`src/sv/wildcard_glob_matcher_top_defines.svh`:
```
// ----------------------------------------------------------------------------
// Wildcard glob matcher assertion macros
// Shared concurrent assertion forms for the matcher RTL.
// ----------------------------------------------------------------------------
`ifndef WILDCARD_GLOB_MATCHER_TOP_DEFINES_SVH
`define WILDCARD_GLOB_MATCHER_TOP_DEFINES_SVH

// Same-cycle implication, disabled in reset.
`define WGM_ASSERT_IMP(label, clk, rst, ante, cons) \
   label: assert property (@(posedge clk) disable iff (rst) (ante) |-> (cons)) \
      else $error("wildcard matcher check failed");

// Next-cycle implication, disabled in reset.
`define WGM_ASSERT_NXT(label, clk, rst, ante, cons) \
   label: assert property (@(posedge clk) disable iff (rst) (ante) |=> (cons)) \
      else $error("wildcard matcher check failed");

`endif

```
`src/sv/wgm_pkg.sv`:
```
// ----------------------------------------------------------------------------
// Wildcard glob matcher package
// Operation codes, special pattern characters and case folding.
// ----------------------------------------------------------------------------
`default_nettype none

package wgm_pkg;

   localparam int MAX_PATTERN_DEF = 32;

   localparam logic [7:0] CH_ANY  = 8'h3F;  // '?'
   localparam logic [7:0] CH_STAR = 8'h2A;  // '*'

   typedef enum logic [1:0] {
      OP_PATTERN = 2'd0,
      OP_SOURCE  = 2'd1,
      OP_END     = 2'd2
   } op_type;

   // fold A..Z to a..z, leave everything else
   function automatic logic [7:0] fold_case(input logic [7:0] c);
      logic [7:0] r;
      r = c;
      if (c >= 8'h41 && c <= 8'h5A) begin
         r = c + 8'h20;
      end
      return r;
   endfunction

endpackage

`default_nettype wire

```
`src/sv/wildcard_glob_matcher_top.sv`:
```
// ----------------------------------------------------------------------------
// Wildcard glob matcher.
// Request channel (req_valid/req_ready) carries one word per item:
//   operation 0 appends a pattern character, 1 streams a source character,
//   2 ends the source. Char 0 pattern/source words are taken and ignored.
// Response channel (rsp_valid/rsp_ready) carries one word per end item:
//   rsp_matched and rsp_pattern_overflow.
// Pattern: '?' matches one character, '*' any run, others compare with
// ASCII case folding. Up to MAX_PATTERN characters are kept; more set the
// overflow flag. A new pattern starts with the first pattern word after
// any source or end word.
// Throughput: one word per cycle unless a held response blocks req_ready;
// the next active position vector is combinational (log-depth star closure).
// A response is registered, valid the cycle after its end word is accepted.
// A response held in the output register while rsp_ready is low deasserts
// req_ready; with rsp_ready high the next word is taken in the same cycle.
// Reset: pattern empty, active set at position zero, no response pending.
// ----------------------------------------------------------------------------
`default_nettype none

`include "wildcard_glob_matcher_top_defines.svh"

module wildcard_glob_matcher_top
   import wgm_pkg::*;
#(
   parameter int MAX_PATTERN = MAX_PATTERN_DEF
) (
   input  wire logic       clock,
   input  wire logic       reset,
   input  wire logic       req_valid,
   output      logic       req_ready,
   input  wire logic [1:0] req_operation,
   input  wire logic [7:0] req_character,
   output      logic       rsp_valid,
   input  wire logic       rsp_ready,
   output      logic       rsp_matched,
   output      logic       rsp_pattern_overflow
);

   localparam int POS_W = MAX_PATTERN + 1;
   localparam int CNT_W = $clog2(MAX_PATTERN + 1);
   localparam int LVL   = $clog2(POS_W);

   // pattern store: folded characters plus decoded flags
   logic [MAX_PATTERN-1:0][7:0] char_ff;
   logic [MAX_PATTERN-1:0]      star_ff;
   logic [MAX_PATTERN-1:0]      any_ff;

   logic [CNT_W-1:0] count_ff,   count_in;
   logic [POS_W-1:0] active_ff,  active_in;
   logic             loading_ff, loading_in;
   logic             overflow_ff, overflow_in;
   logic             rsp_valid_ff, rsp_valid_in;
   logic             matched_ff, matched_in;
   logic             rsp_ov_ff,  rsp_ov_in;

   logic             accept;
   logic             char_nz;
   op_type           op;
   logic [7:0]       lc;
   logic [CNT_W-1:0] base_count;
   logic             wr_en;

   logic [MAX_PATTERN-1:0] pos_valid;
   logic [POS_W-1:0]       pos_le;
   logic [MAX_PATTERN-1:0] prop;
   logic [MAX_PATTERN-1:0] hitv;
   logic [LVL:0][POS_W-1:0] gen_l;
   logic [LVL:0][POS_W-1:0] prp_l;
   logic [POS_W-1:0]       cur;
   logic [POS_W-1:0]       next_set;
   logic [POS_W-1:0]       fin_sh;

   assign req_ready = !rsp_valid_ff || rsp_ready;
   assign accept    = req_valid && req_ready;
   assign char_nz   = (req_character != 8'd0);
   assign op        = op_type'(req_operation);
   assign lc        = fold_case(req_character);

   // position decode against the fill count
   for (genvar i = 0; i < MAX_PATTERN; i++) begin : g_pos
      assign pos_valid[i] = (CNT_W'(i) < count_ff);
      assign prop[i]      = star_ff[i] && pos_valid[i];
      assign hitv[i]      = pos_valid[i] && !star_ff[i] && (any_ff[i] || (char_ff[i] == lc));
   end

   for (genvar j = 0; j < POS_W; j++) begin : g_le
      assign pos_le[j] = (CNT_W'(j) <= count_ff);
   end

   // star closure: a set bit runs up through consecutive active stars
   always_comb begin
      gen_l[0] = active_ff;
      prp_l[0] = {prop, 1'b0};
      for (int lv = 0; lv < LVL; lv++) begin
         gen_l[lv+1] = gen_l[lv] | (prp_l[lv] & (gen_l[lv] << (1 << lv)));
         prp_l[lv+1] = prp_l[lv] & (prp_l[lv] << (1 << lv));
      end
   end

   assign cur      = gen_l[LVL];
   assign next_set = {1'b0, cur[MAX_PATTERN-1:0] & prop}
                   | {cur[MAX_PATTERN-1:0] & hitv, 1'b0};
   assign fin_sh   = cur >> count_ff;

   assign base_count = loading_ff ? count_ff : '0;
   assign wr_en      = accept && (op == OP_PATTERN) && char_nz
                       && (base_count < CNT_W'(MAX_PATTERN));

   always_comb begin
      count_in     = count_ff;
      active_in    = active_ff;
      loading_in   = loading_ff;
      overflow_in  = overflow_ff;
      rsp_valid_in = rsp_valid_ff && !rsp_ready;
      matched_in   = matched_ff;
      rsp_ov_in    = rsp_ov_ff;
      if (accept) begin
         unique case (op)
            OP_PATTERN: begin
               if (char_nz) begin
                  loading_in = 1'b1;
                  active_in  = POS_W'(1);
                  if (base_count < CNT_W'(MAX_PATTERN)) begin
                     count_in    = base_count + CNT_W'(1);
                     overflow_in = loading_ff && overflow_ff;
                  end else begin
                     count_in    = base_count;
                     overflow_in = 1'b1;
                  end
               end
            end
            OP_SOURCE: begin
               if (char_nz) begin
                  loading_in = 1'b0;
                  active_in  = next_set;
               end
            end
            OP_END: begin
               loading_in   = 1'b0;
               active_in    = POS_W'(1);
               rsp_valid_in = 1'b1;
               matched_in   = fin_sh[0];
               rsp_ov_in    = overflow_ff;
            end
            default: begin
               // unused code: drop the word
            end
         endcase
      end
   end

   always_ff @(posedge clock) begin
      if (reset) begin
         count_ff     <= '0;
         active_ff    <= POS_W'(1);
         loading_ff   <= 1'b0;
         overflow_ff  <= 1'b0;
         rsp_valid_ff <= 1'b0;
      end else begin
         count_ff     <= count_in;
         active_ff    <= active_in;
         loading_ff   <= loading_in;
         overflow_ff  <= overflow_in;
         rsp_valid_ff <= rsp_valid_in;
      end
   end

   always_ff @(posedge clock) begin
      matched_ff <= matched_in;
      rsp_ov_ff  <= rsp_ov_in;
      for (int k = 0; k < MAX_PATTERN; k++) begin
         if (wr_en && (base_count == CNT_W'(k))) begin
            char_ff[k] <= lc;
            star_ff[k] <= (req_character == CH_STAR);
            any_ff[k]  <= (req_character == CH_ANY);
         end
      end
   end

   assign rsp_valid            = rsp_valid_ff;
   assign rsp_matched          = matched_ff;
   assign rsp_pattern_overflow = rsp_ov_ff;

   `WGM_ASSERT_IMP(a_ovf_full, clock, reset, overflow_ff, count_ff == CNT_W'(MAX_PATTERN))
   `WGM_ASSERT_NXT(a_end_rsp, clock, reset, accept && (op == OP_END), rsp_valid_ff)
   `WGM_ASSERT_NXT(a_pat_clr, clock, reset, accept && (op == OP_PATTERN) && char_nz,
                   active_ff == POS_W'(1) && loading_ff)
   `WGM_ASSERT_IMP(a_act_rng, clock, reset, 1'b1, (active_ff & ~pos_le) == '0)

endmodule

`default_nettype wire

```
`config.mk`:
```
export PLATFORM = sky130hd
export DESIGN_NAME = wildcard_glob_matcher_top
export DESIGN_NICKNAME = d
export VERILOG_FILES = /design/src/sv/wgm_pkg.sv /design/src/sv/wildcard_glob_matcher_top.sv
export VERILOG_INCLUDE_DIRS = /design/src /design/src/sv
export SDC_FILE = /design/constraint.sdc
export NUM_CORES = 1
export LEC_CHECK = 0
export BUFFER_PORTS_ARGS = -buffer_cell sky130_fd_sc_hd__buf_2
export CORE_MARGIN = 2
export CORE_UTILIZATION = 40
export DETAILED_ROUTE_END_ITERATION = 7
export GPL_ROUTABILITY_DRIVEN = 0
export SLEW_MARGIN = 20
export SYNTH_ARGS = -nofsm -noshare
export SYNTH_HDL_FRONTEND = slang
export SYNTH_SLANG_ARGS = --single-unit
```
`constraint.sdc`:
```
create_clock -name clock -period 3.45 [get_ports clock]
set_clock_uncertainty 0.05 [all_clocks]
set_input_delay 0.345 -clock clock [delete_from_list [all_inputs] [get_ports clock]]
set_output_delay 0.345 -clock clock [all_outputs]
set_load 0.01 [all_outputs]
```
## After elaboration in Yosys (flattened, before gate mapping)

Cells that the tools add are included.
Widths: inputs -> output; s select.

| storage, ports and cells | value |
|---|---|
| flip-flop bits (word level) | 364 |
| bits of input ports | 14 |

| cells by class | value |
|---|---|
| add/sub/neg operators | 2 |
| $lt $le $gt $ge | 35 |
| equality and inequality tests | 69 |
| shifts and indexed selects | 1 |
| multiplexer cells | 12 |
| bitwise logic cells | 20 |
| reductions and logical operators | 209 |

Operators by type and width:

| cell | count |
|---|---|
| $and 33x33->33 | 11 |
| $eq 8x8->1 | 32 |
| $or 33x33->33 | 6 |
| $logic_and 1x1->1 | 135 |
| $pmux 33 s3 | 1 |
| $eq 6x5->1 const B | 16 |
| $lt 5x6->1 const A | 16 |
| $mux 33 | 2 |
| $and 32x32->32 | 2 |
| $eq 6x4->1 const B | 8 |
| $lt 4x6->1 const A | 8 |
| $logic_not 1->1 | 34 |
| $logic_or 1x1->1 | 33 |
| $or 32x33->33 | 1 |
| $shr 33x6->1 | 1 |
| $eq 6x3->1 const B | 4 |
| $lt 3x6->1 const A | 4 |
| $eq 8x6->1 const B | 2 |
| $eq 6x2->1 const B | 2 |
| $lt 1x6->1 const A | 2 |
| $lt 2x6->1 const A | 2 |
| $mux 6 | 2 |
| $add 8x6->8 const B | 1 |
| $ge 8x7->1 const B | 1 |
| other kinds (17) | 22 |

## Longest topological paths before layout

Gate-level depths: netlist of run 1.

| depth | value |
|---|---|
| depth in word-level cells | 18 |
| mapped depth | 13 |

## Worst setup path after synthesis of run 1

Ideal clock, no wire load.

| path | value |
|---|---|
| kind | reg-to-reg |
| from | reg count_ff[1] |
| to | reg matched_ff, in the netlist rsp_matched (data pin) |
| setup time | 265 ps |
| arrival time | 2852 ps |
| required time | 3135 ps |
| slack | 282 ps |
| cell stages (with the launch flop) | 13 |
| period minus slack after synthesis | 3168 ps |
| path through | dfxtp_1 buf_6 or4_1 buf_2 o211a_1 a21oi_1 o221ai_2 a211oi_2 a211oi_1 a221o_1 a311oi_2 o2111ai_1 or3_1 |

| between the ends | value |
|---|---|
| longest elaborated chain between the ends | 14 |
| elaborated cells on any way between the ends | 82 |
| classes of those cells | order compare: 32; shift: 1; bitwise: 17; reduce/logical: 32 |

Ends and longest elaborated chain:

| element | RTL line | source |
|---|---|---|
| from (decl) | wildcard_glob_matcher_top.sv:49 | `logic [CNT_W-1:0] count_ff, count_in;` |
| from (signal assigned) | wildcard_glob_matcher_top.sv:161 | `count_ff <= count_in;` |
| $lt 1x6->1 | wildcard_glob_matcher_top.sv:82 | `assign pos_valid[i] = (CNT_W'(i) < count_ff);` |
| $logic_and 1x1->1 | wildcard_glob_matcher_top.sv:83 | `assign prop[i] = star_ff[i] && pos_valid[i];` |
| $and 33x33->33 | wildcard_glob_matcher_top.sv:96 | `gen_l[lv+1] = gen_l[lv] \| (prp_l[lv] & (gen_l[lv] << (1 << lv)));` |
| $or 33x33->33 | wildcard_glob_matcher_top.sv:96 |  |
| $and 33x33->33 | wildcard_glob_matcher_top.sv:96 |  |
| $or 33x33->33 | wildcard_glob_matcher_top.sv:96 |  |
| $and 33x33->33 | wildcard_glob_matcher_top.sv:96 |  |
| $or 33x33->33 | wildcard_glob_matcher_top.sv:96 |  |
| $and 33x33->33 | wildcard_glob_matcher_top.sv:96 |  |
| $or 33x33->33 | wildcard_glob_matcher_top.sv:96 |  |
| $and 33x33->33 | wildcard_glob_matcher_top.sv:96 |  |
| $or 33x33->33 (2 in a row) | wildcard_glob_matcher_top.sv:96 |  |
| $shr 33x6->1 (*) | wildcard_glob_matcher_top.sv:104 | `assign fin_sh = cur >> count_ff;` |
| via fin_sh[0] | wildcard_glob_matcher_top.sv:72 | `logic [POS_W-1:0] fin_sh;` |
| to (signal assigned) | wildcard_glob_matcher_top.sv:170 | `matched_ff <= matched_in;` |
| to (decl) | wildcard_glob_matcher_top.sv:54 | `logic matched_ff, matched_in;` |

The timed path passes the listed nets; every way through them passes the cells marked *.
A chain may end at the register's enable or synchronous reset.

## Worst setup path in the final report of run 1

Same ends and word-level chain as after synthesis.

==> results_dict.tcl, run 1 <==
set metrics [dict create \
    outcome "finished clean" \
    share_of_yosys_cell_area_claimed_by_the_top_area_cell_type_pct 56.23 \
    yosys.area.top_type "sky130_fd_sc_hd__edfxtp_1" \
    power_switching_mw 1.997 \
    syn2layout_area_growth_pct 16.06 \
    critPathRequiredTime_ps 3800 \
    drt_pass1_iterations 5 \
    holdCritStartpoint "rsp_ready" \
    ios 18 \
    drc_errors_left 0 \
    power-per-cell-area_mw_per_mm2 472.9 \
    dpl.hpwl_um 28770 \
    cp_num_buf_inv 2 \
    yosysWarnings 0 \
    cts.path.max_buffers 3 \
    maximum_number_of_pins_on_one_net_before_global_route_repair 67 \
    ff_latch_area_sq_mm 0.01051 \
    p_leak_nw 6.554 \
    post_cts_repair_setup_buffers 0 \
    die_y_um 211.3 \
    timing.rr.end "rsp_matched$_DFFE_PP_" \
    clock_sink_count 364 \
    grt_util_met3_pct 2.566 \
    layout.filler_cells 3739 \
    detail_route.wl_per_cell_um 21.04 \
    timing.hold.worst_endpoint "rsp_valid$_SDFF_PP0_" \
    worst_ir_drop_vdd_mv 0.2903 \
    route.vias.total 11560 \
    avgSynthCellArea_sq_um 12.42 \
    mostFrequentLayoutCells "322 x sky130_fd_sc_hd__edfxtp_1, 128 x sky130_fd_sc_hd__xnor2_1, 128 x sky130_fd_sc_hd__xor2_1" \
    start_util_pct 40.72 \
    most_instantiated_flip_flop_cell_in_the_synthesis_netlist "sky130_fd_sc_hd__edfxtp_1" \
    cts.reportedPaths.clkPinSlew_ps 70 \
    critical_path_class "flop to flop" \
    crit_path_end_kind "flop" \
    async_flop_share_pct 0 \
    port_buffers 17 \
    use_met1_pct 29.15 \
    ys_ff_latch 364 \
    synthesis.nets 1407 \
    ys_top_cells_by_area "sky130_fd_sc_hd__edfxtp_1 56%, sky130_fd_sc_hd__xnor2_1 6.5%, sky130_fd_sc_hd__xor2_1 6.5%, sky130_fd_sc_hd__dfxtp_1 4.9%, sky130_fd_sc_hd__a21oi_1 1.7%" \
    clock_insertion_delay_worst_skew_ps 550 \
    num_antenna_cells 0 \
    final_period_minus_worst_setup_slack_ps 3345 \
    post-route-worst-setup-slack_ps 104.9 \
    synth-edff-count 322 \
    fp-row-count 75 \
    worst_path_most_repeated_cell "sky130_fd_sc_hd__buf_4" \
    preCtsSetupSlack_ps -126.3 \
    fp.dieArea_sq_mm 0.04467 \
    timing.rr.start "count_ff[1]$_SDFFE_PP0P_" \
    critPathSlowestCell "sky130_fd_sc_hd__dfxtp_1" \
    netlist-cell-type-count 82 \
    timing.critical_path.max_delay_family "compound AO/OA/AOI/OAI gates" \
    path_max_fanout 18 \
    critical_path.cell_chain "buf_4 -> nor2_1 -> o21ai_2 -> and3_1 -> nor4b_2 -> a21oi_1 -> o31a_1 -> o311ai_1 -> buf_4 -> a41o_1 -> o2bb2ai_1 -> or3_1" \
    power.share.switching_pct 21.16 \
    coreArea_sq_mm 0.04223 \
    wl_um 42970 \
    globalRouteMet2Util_pct 29.06 \
    antenna_found_initial 0 \
    synth.yosys.seq_area_share_pct 61.12 \
    hold_viol_final 0 \
    holdCritPathClass "primary input to flop" \
    syn_inst 1385 \
    pwr-share-clk_pct 44.2 \
    rrSetupSlack_ps 100 \
    max_cap_viol_count 0 \
    mostFrequentLayoutCell "sky130_fd_sc_hd__edfxtp_1" \
    cts_tree "yes" \
    setup_viol_count_final 0 \
    slowest_delay_ps 430 \
    multiInputGateArea_sq_mm 0.006405 \
    drive_gt1_share_pct 14.44 \
    maxClockFrequency_ghz 0.2989 \
    cts_resized 0 \
    grt_pass1_vias 10980 \
    worst_hold_slack_ps 73.92 \
    worst-endpoint-arrival_ps 3700 \
    fin_crit_sh_pct 96.96 \
    grt_most_used_layer "met1" \
    number_of_clock_buffers_inserted_by_tritoncts 39 \
    post_synth_instance_area_sq_mm 0.01720 \
    htree_levels 2 \
    hold_depth 3 \
    sequential_power_share_pct 50.8 \
    global_route_wire_length_before_repair_um 66330 \
    drt_iter0_markers 1173 \
    groute.usage.overall_pct 19.35 \
    timing_max_transition_violations_final 0 \
    max-slew-margin-rel_pct 39.41 \
    sum_of_overflow_across_all_layers_after_global_routing 0 \
    combinationalPowerShare_pct 5.0 \
    root_buffer "sky130_fd_sc_hd__clkbuf_16" \
    die-width_um 211.3 \
    worstSetupStartpointType "flop" \
    via_per_inst 5.663 \
    cellInternalPower_mw 7.442 \
    holdBufCountCts 0 \
    drt.antenna.violating_nets 0 \
    worst_r2r_path_depth 12 \
    design.final.nets 1497 \
    tightest_slew_ps 908.9 \
]
## kinds of logic after synthesis
logic type,after synthesis,share of synthesized area [%]
compound gates,305,12.44
mux,1,0.05821
xor+xnor,256,13.04
flops,364,61.12
fa+ha+maj,8,0.5821
buf+inv,102,2.517
simple gates,349,10.24
## cell type report
type	instances	area share, %
Inverter	33	0.6207
Tap cell	539	3.379
Clock buffer	48	5.316
Clock inverter	21	1.078
Multi-Input combinational cell	919	32.09
Timing Repair Buffer	118	4.840
Sequential cell	364	52.67
## layer usage
metal / routed length [um] / up-vias
met1: 20360 / 5672
li1: - / 5374
met4: 1039 / 0
met2: 18680 / 439
met5: 0 / -
met3: 2885 / 78
## flip-flops by register name (all words and copies together) (netlist names)
signal,flops
active_ff,33
any_ff,32
char_ff,256
count_ff,6
loading_ff,1
overflow_ff,1
rsp_matched,1
rsp_pattern_overflow,1
rsp_valid,1
star_ff,32
## power by group through the flow
stage               combinational, mW  clock (mW)  sequential, mW
floorplan                       0.286           0            4.89
global placement                0.463           0            4.89
detailed placement              0.471           0            4.89
CTS                             0.473        4.25            4.80
global route                    0.509        4.42            4.79
finish                          0.469        4.17            4.80
## per-stage QoR
step,power [mW],util [%],cells,setup TNS [ps],instance area (sq um)
CTS,9.524,46.98,2042,0,19840
global route,9.721,47.26,2042,-31.79,19960
floorplan,5.173,-,1385,0,17200
detailed placement,5.361,43.96,1973,-126.3,18560
global placement,5.353,43.96,1973,-149.3,18560
finish,9.439,47.26,2042,0,19960
## synth_stat cells, types with 5 or more instances
cell type                   number
sky130_fd_sc_hd__or3_1           7
sky130_fd_sc_hd__dfxtp_1        42
sky130_fd_sc_hd__a211oi_1        7
sky130_fd_sc_hd__o21ai_1         6
sky130_fd_sc_hd__o21bai_1        5
sky130_fd_sc_hd__nand2b_1        6
sky130_fd_sc_hd__a21oi_1        59
sky130_fd_sc_hd__buf_1          12
sky130_fd_sc_hd__o221ai_1        6
sky130_fd_sc_hd__nor2_1         73
sky130_fd_sc_hd__clkbuf_1       32
sky130_fd_sc_hd__a21o_1         11
sky130_fd_sc_hd__nand4_1        10
sky130_fd_sc_hd__buf_4           5
sky130_fd_sc_hd__xor2_1        128
sky130_fd_sc_hd__and2_1         24
sky130_fd_sc_hd__o31ai_1         6
sky130_fd_sc_hd__nor2b_1         5
sky130_fd_sc_hd__and3_1         22
sky130_fd_sc_hd__a22o_1          5
sky130_fd_sc_hd__xnor2_1       128
sky130_fd_sc_hd__nand2_1        74
sky130_fd_sc_hd__nand3_1        51
sky130_fd_sc_hd__o211ai_1       13
sky130_fd_sc_hd__o22ai_1        10
sky130_fd_sc_hd__buf_2          19
sky130_fd_sc_hd__inv_1          33
sky130_fd_sc_hd__o21ai_0        45
sky130_fd_sc_hd__nor4_1         36
sky130_fd_sc_hd__ha_1            8
sky130_fd_sc_hd__a22oi_1        16
sky130_fd_sc_hd__a2111oi_0       9
sky130_fd_sc_hd__edfxtp_1      322
sky130_fd_sc_hd__o21a_1          7
sky130_fd_sc_hd__nor3_1         21
sky130_fd_sc_hd__a31oi_1        40
## worst register-to-register path: cells and delay by family, from the launching register on
family | cells | cell delay (ps)
compound gates | 6 | 1450
buf+inv | 2 | 480
flops | 1 | 430
simple gates | 4 | 780
## how the worst max path moves through the flow
stage	from	end	slack [ps]	cells after the start
CTS	count_ff[3]$_SDFFE_PP0P_	active_ff[30]$_SDFFE_PP0P_	20	10
floorplan	count_ff[1]$_SDFFE_PP0P_	rsp_matched$_DFFE_PP_	280	12
detailed placement	req_character[2]	active_ff[15]$_SDFFE_PP0P_	-130	12
global placement	req_character[2]	active_ff[15]$_SDFFE_PP0P_	-150	12
finish	count_ff[1]$_SDFFE_PP0P_	rsp_matched$_DFFE_PP_	100	12
global route	count_ff[5]$_SDFFE_PP0P_	rsp_matched$_DFFE_PP_	-30	13
(Power assumes the default switching activity.)
==> inputs of run 2 (changes only) <==
--- a/config.mk
+++ b/config.mk
@@ -11,6 +11,7 @@
 export CORE_UTILIZATION = 40
 export DETAILED_ROUTE_END_ITERATION = 7
 export GPL_ROUTABILITY_DRIVEN = 0
+export SETUP_SLACK_MARGIN = 0.15
 export SLEW_MARGIN = 20
 export SYNTH_ARGS = -nofsm -noshare
 export SYNTH_HDL_FRONTEND = slang
==> run 2 against run 1 <==
Net effect: global-route usage barely moved; cell count rose by 0.39%; cell area rose by 0.93%; largest cell class unchanged; highest routed layer unchanged.
==> results_dict.tcl, run 2 (synthesized netlist as in run 1, its figures left out) <==
set metrics [dict create \
    ios 18 \
    critPathRequiredTime_ps 3670 \
    drt.antenna.violating_nets 0 \
    preCtsSetupSlack_ps -126.3 \
    total_power_of_the_final_layout_mw 9.434 \
    largest_reg_flops 256 \
    setup-tns-final_ps 0 \
    grt_setup_unrepaired "true" \
    top_regs "char_ff: 256 flops, active_ff: 33 flops" \
    grt_pass1_vias 11050 \
    pwr-share-clk_pct 44.2 \
    power_switching_mw 1.992 \
    slowest_delay_ps 450 \
    global_route_wire_length_before_repair_um 66560 \
    clock_sink_count 364 \
    holdBufCountCts 0 \
    tightest_slew_ps 905.8 \
    sum_of_overflow_across_all_layers_after_global_routing 0 \
    clock_insertion_delay_worst_skew_ps 550 \
    holdCritPathClass "primary input to flop" \
    cts.reportedPaths.clkPinSlew_ps 70 \
    antenna_found_initial 0 \
    die-width_um 211.3 \
    worstSetupStartpointType "flop" \
    cellInternalPower_mw 7.442 \
    outcome "finished clean" \
    worst_path_most_repeated_cell "sky130_fd_sc_hd__buf_4" \
    maxClockFrequency_ghz 0.3076 \
    post-route-worst-setup-slack_ps 198.8 \
    cts_tree "yes" \
    drt_iter0_markers 1120 \
    fp-row-count 75 \
    worst_hold_slack_ps 75.01 \
    worst_ir_drop_vdd_mv 0.2897 \
    route.vias.total 11650 \
    wl_um 43110 \
    htree_levels 2 \
    critical_path_class "flop to flop" \
    detail_route.wl_per_cell_um 21.03 \
    setup_viol_count_final 0 \
    die_y_um 211.3 \
    number_of_clock_buffers_inserted_by_tritoncts 39 \
    dpl.hpwl_um 28770 \
    mostFrequentLayoutCells "322 x sky130_fd_sc_hd__edfxtp_1, 128 x sky130_fd_sc_hd__xnor2_1, 128 x sky130_fd_sc_hd__xor2_1" \
    power.share.switching_pct 21.12 \
    coreArea_sq_mm 0.04223 \
    sequential_power_share_pct 50.8 \
    fp.dieArea_sq_mm 0.04467 \
    max-slew-margin-rel_pct 39.61 \
    design.final.nets 1505 \
    drc_errors_left 0 \
    power-per-cell-area_mw_per_mm2 468.3 \
    path_max_fanout 10 \
    maximum_number_of_pins_on_one_net_before_global_route_repair 67 \
    worst-endpoint-arrival_ps 3480 \
    critPathSlowestCell "sky130_fd_sc_hd__o41a_1" \
    groute.usage.overall_pct 19.39 \
    register_with_the_most_flip_flops "char_ff" \
    port_buffers 17 \
    drive_gt1_share_pct 16.08 \
    num_antenna_cells 0 \
    max_cap_viol_count 0 \
    combinationalPowerShare_pct 5.0 \
    fin_crit_sh_pct 94.24 \
    critical_path.cell_chain "buf_4 -> o41a_1 -> nor2_2 -> nand3b_1 -> o211ai_4 -> a21oi_2 -> o31a_1 -> o311ai_1 -> buf_4 -> a41o_1 -> o2bb2ai_1 -> or3_1" \
    p_leak_nw 6.625 \
    hold_viol_final 0 \
    via_per_inst 5.685 \
    crit_path_end_kind "flop" \
    start_util_pct 40.72 \
    timing_max_transition_violations_final 0 \
    drt_pass1_iterations 6 \
    cts.path.max_buffers 3 \
    root_buffer "sky130_fd_sc_hd__clkbuf_16" \
    final_period_minus_worst_setup_slack_ps 3251 \
    mostFrequentLayoutCell "sky130_fd_sc_hd__edfxtp_1" \
    syn2layout_area_growth_pct 17.14 \
]
## run 2: cell count changes in the layout (fill, tap and decap cells not counted), sizes merged
cell,change
buf,+8
## run 2: area by class of cell
type | instances | area, sq um
Fill cell | 3709 | 22080
Sequential cell | 364 | 10520
Multi-Input combinational cell | 919 | 6511
Clock buffer | 48 | 1061
Timing Repair Buffer | 126 | 1037
Tap cell | 539 | 674.4
Clock inverter | 21 | 215.2
Inverter | 33 | 123.9
## run 2: metal layers
metal / track usage [%] / routed length, um / vias up
li1: - / - / 5399
met1: 29.26 / 20460 / 5756
met2: 29.09 / 18730 / 416
met3: 2.596 / 2826 / 83
met4: 5.780 / 1098 / 0
met5: 0 / 0 / -
## run 2: final timing paths
check        depth (start not counted)  slack, ps                        endpoint                startpoint
max                                 12        200           rsp_matched$_DFFE_PP_  count_ff[3]$_SDFFE_PP0P_
min                                  3         80            rsp_valid$_SDFF_PP0_                 rsp_ready
max reg2reg                         12        200           rsp_matched$_DFFE_PP_  count_ff[3]$_SDFFE_PP0P_
min reg2reg                          0        390  rsp_pattern_overflow$_DFFE_PP_  overflow_ff$_SDFFE_PP0P_
## run 2: power by group through the flow
stage          Combinational (mW)  Clock [mW]  Sequential (mW)
2_1_floorplan               0.286           0             4.89
3_5_place_dp                0.471           0             4.89
3_3_place_gp                0.463           0             4.89
5_1_grt                     0.511        4.42             4.79
6_report                    0.469        4.17             4.80
4_1_cts                     0.475        4.25             4.80
## run 2: timing repair
| item | 4_1_cts | 5_1_grt |
|---|---|---|
| buffers inserted | 1 | 7 |
| resized for setup | 15 | 44 |
| pin swaps | 1 | 17 |
| endpoints found under the setup margin | 4 | 10 |
| endpoints found under the hold margin | 0 | 0 |
## run 2: critical path: cells and delay by family (launching register included)
kind	cells	cell delay [ps]
compound gates	7	1530
buf+inv	2	350
simple gates	3	650
flops	1	390
## run 2: through the flow
| step | instances | area [sq um] | utilization (%) |
|---|---|---|---|
| after floorplan | 1385 | 17200 | - |
| after global placement | 1973 | 18560 | 43.96 |
| after detailed placement | 1973 | 18560 | 43.96 |
| after CTS | 2043 | 19910 | 47.16 |
| after global routing | 2050 | 20140 | 47.70 |
| final | 2050 | 20140 | 47.70 |
==> inputs of run 3 (changes only) <==
--- a/config.mk
+++ b/config.mk
@@ -11,6 +11,7 @@
 export CORE_UTILIZATION = 40
 export DETAILED_ROUTE_END_ITERATION = 7
 export GPL_ROUTABILITY_DRIVEN = 0
+export PLACE_DENSITY_LB_ADDON = 0.2
 export SETUP_SLACK_MARGIN = 0.15
 export SLEW_MARGIN = 20
 export SYNTH_ARGS = -nofsm -noshare
==> run 3 against run 2 <==
Net effect: sequential cell count unchanged; critical path depth up 1; register-to-register slack better by 30 ps; non-clock buffer count rose by 15.
==> results_dict.tcl, run 3 (synthesized netlist as in run 1, its figures left out) <==
set metrics [dict create \
    cellInternalPower_mw 7.249 \
    mostFrequentLayoutCells "322 x sky130_fd_sc_hd__edfxtp_1, 128 x sky130_fd_sc_hd__xnor2_1, 128 x sky130_fd_sc_hd__xor2_1" \
    num_antenna_cells 0 \
    maxClockFrequency_ghz 0.3106 \
    crit_path_end_kind "flop" \
    drt_iter0_markers 1122 \
    coreArea_sq_mm 0.04223 \
    detail_route.wl_per_cell_um 21.25 \
    fp.dieArea_sq_mm 0.04467 \
    htree_levels 2 \
    grt_setup_unrepaired "false" \
    max_cap_viol_count 0 \
    timing.rr.end "rsp_matched$_DFFE_PP_" \
    syn2layout_area_growth_pct 17.71 \
    maximum_number_of_pins_on_one_net_before_global_route_repair 54 \
    sequential_power_share_pct 51.9 \
    start_util_pct 40.72 \
    drive_gt1_share_pct 17.42 \
    post-route-worst-setup-slack_ps 230.8 \
    detailroute.wirelength.met2_um 19990 \
    clock_insertion_delay_worst_skew_ps 550 \
    critPathRequiredTime_ps 3680 \
    mostFrequentLayoutCell "sky130_fd_sc_hd__edfxtp_1" \
    combinationalPowerShare_pct 5.3 \
    tightest_slew_ps 894.2 \
    power_switching_mw 1.985 \
    preCtsSetupSlack_ps -102.9 \
    wl_um 43910 \
    critical_path_start "star_ff[5]$_DFFE_PP_" \
    dpl.hpwl_um 29920 \
    grt_pass1_vias 11270 \
    worst_ir_drop_vdd_mv 0.2833 \
    drc_errors_left 0 \
    worst-endpoint-arrival_ps 3450 \
    via_per_inst 5.655 \
    postLayoutCellArea_sq_mm 0.02024 \
    hold_depth 3 \
    port_buffers 17 \
    cts_tree "yes" \
    drt_pass1_iterations 6 \
    cts.path.max_buffers 3 \
    groute.usage.overall_pct 19.89 \
    post_dp_cell_area_sq_mm 0.01863 \
    die_y_um 211.3 \
    rrSetupSlack_ps 230 \
    clock_sink_count 364 \
    holdBufCountCts 0 \
    fp-row-count 75 \
    fin_crit_sh_pct 93.31 \
    drt.antenna.violating_nets 0 \
    global_route_wire_length_before_repair_um 67920 \
    antenna_found_initial 0 \
    highest-signal-layer "met4" \
    hold_viol_final 0 \
    sum_of_overflow_across_all_layers_after_global_routing 0 \
    stdcell_count 2066 \
    final_period_minus_worst_setup_slack_ps 3219 \
    power.share.switching_pct 21.50 \
    route.vias.total 11680 \
    pwr-share-clk_pct 42.8 \
    route.met3.wl_um 2231 \
    timing_max_transition_violations_final 0 \
    ios 18 \
    max-slew-margin-rel_pct 40.39 \
    critical_path_class "flop to flop" \
    root_buffer "sky130_fd_sc_hd__clkbuf_16" \
    setup_viol_count_final 0 \
    largest_reg_flops 256 \
    top_regs "char_ff: 256 flops, active_ff: 33 flops" \
    holdCritStartpoint "rsp_ready" \
    design.final.nets 1519 \
    register_with_the_most_flip_flops "char_ff" \
    path_max_fanout 5 \
    post_placement_cell_count 1986 \
    die-width_um 211.3 \
    number_of_clock_buffers_inserted_by_tritoncts 38 \
    holdCritPathClass "primary input to flop" \
    outcome "finished clean" \
    worst_r2r_path_depth 13 \
    wirelength_met1_um 20720 \
    p_leak_nw 6.699 \
    power-per-cell-area_mw_per_mm2 456.2 \
    cts.reportedPaths.clkPinSlew_ps 60 \
    timing.hold.worst_endpoint "rsp_valid$_SDFF_PP0_" \
    worstSetupStartpointType "flop" \
    timing.rr.start "star_ff[5]$_DFFE_PP_" \
]
[run 3: changes by cell type in the layout (fill, tap and decap cells not counted), moves of 3 or more]
cell	previous run	this run
sky130_fd_sc_hd__clkbuf_1	5	9
sky130_fd_sc_hd__buf_4	101	115
sky130_fd_sc_hd__o31ai_4	0	3
sky130_fd_sc_hd__o31ai_2	3	0
sky130_fd_sc_hd__clkinv_1	9	5
sky130_fd_sc_hd__clkinv_2	4	9
[run 3: what timing repair did]
action,in CTS,in global routing
gates resized for setup,13,58
buffers inserted,1,8
endpoints found under the setup margin,2,10
pin swaps,2,21
[run 3: worst max-delay path by stage]
stage | to | slack [ps] | cells past startpoint
global placement | rsp_matched$_DFFE_PP_ | -20 | 10
global route | rsp_matched$_DFFE_PP_ | 130 | 13
CTS | rsp_matched$_DFFE_PP_ | 80 | 11
detailed placement | active_ff[15]$_SDFFE_PP0P_ | -100 | 9
finish | rsp_matched$_DFFE_PP_ | 230 | 13
floorplan | rsp_matched$_DFFE_PP_ | 280 | 12
[run 3: worst max-delay path, cell delays in order (launching register included)]
cell and delay, ps:
sky130_fd_sc_hd__edfxtp_1 430, sky130_fd_sc_hd__a21o_1 230, sky130_fd_sc_hd__a2111oi_1 430, sky130_fd_sc_hd__buf_4 190
sky130_fd_sc_hd__a211oi_1 50, sky130_fd_sc_hd__a21oi_2 120, sky130_fd_sc_hd__buf_4 160, sky130_fd_sc_hd__o311ai_4 120
sky130_fd_sc_hd__buf_6 180, sky130_fd_sc_hd__a21oi_4 170, sky130_fd_sc_hd__o21ai_0 110, sky130_fd_sc_hd__a311oi_2 200
sky130_fd_sc_hd__o2111ai_1 130, sky130_fd_sc_hd__or3_4 390
[run 3: area by class of cell]
cell class / count / area (sq um)
clock inverter: 20 / 172.7
fill: 3739 / 21990
tap: 539 / 674.4
multi-input combinational: 919 / 6586
clock buffer: 50 / 1037
timing repair buffer: 141 / 1124
sequential: 364 / 10520
inverter: 33 / 123.9
[run 3: routing by layer]
| layer | vias to the layer above | GRT usage (%) |
|---|---|---|
| met3 | 68 | 2.611 |
| met4 | 0 | 5.610 |
| met2 | 342 | 31.09 |
| met1 | 5844 | 29.10 |
| li1 | 5430 | - |
| met5 | - | 0 |
[run 3: power groups by stage]
stage | Clock, mW | Combinational [mW] | Sequential [mW]
after floorplan | 0 | 0.286 | 4.89
after global placement | 0 | 0.484 | 4.89
after detailed placement | 0 | 0.489 | 4.89
after CTS | 4.05 | 0.492 | 4.79
after global routing | 4.20 | 0.534 | 4.79
final | 3.95 | 0.488 | 4.79
[run 3: through the flow]
stage	util [%]	power, mW	TNS, ps	hold slack, ps
2_1_floorplan	-	5.173	0	359.0
3_3_place_gp	44.12	5.372	-37.37	372.5
3_5_place_dp	44.12	5.377	-377.6	380.3
4_1_cts	47.17	9.333	0	58.89
5_1_grt	47.93	9.531	0	89.96
6_report	47.93	9.234	0	71.04
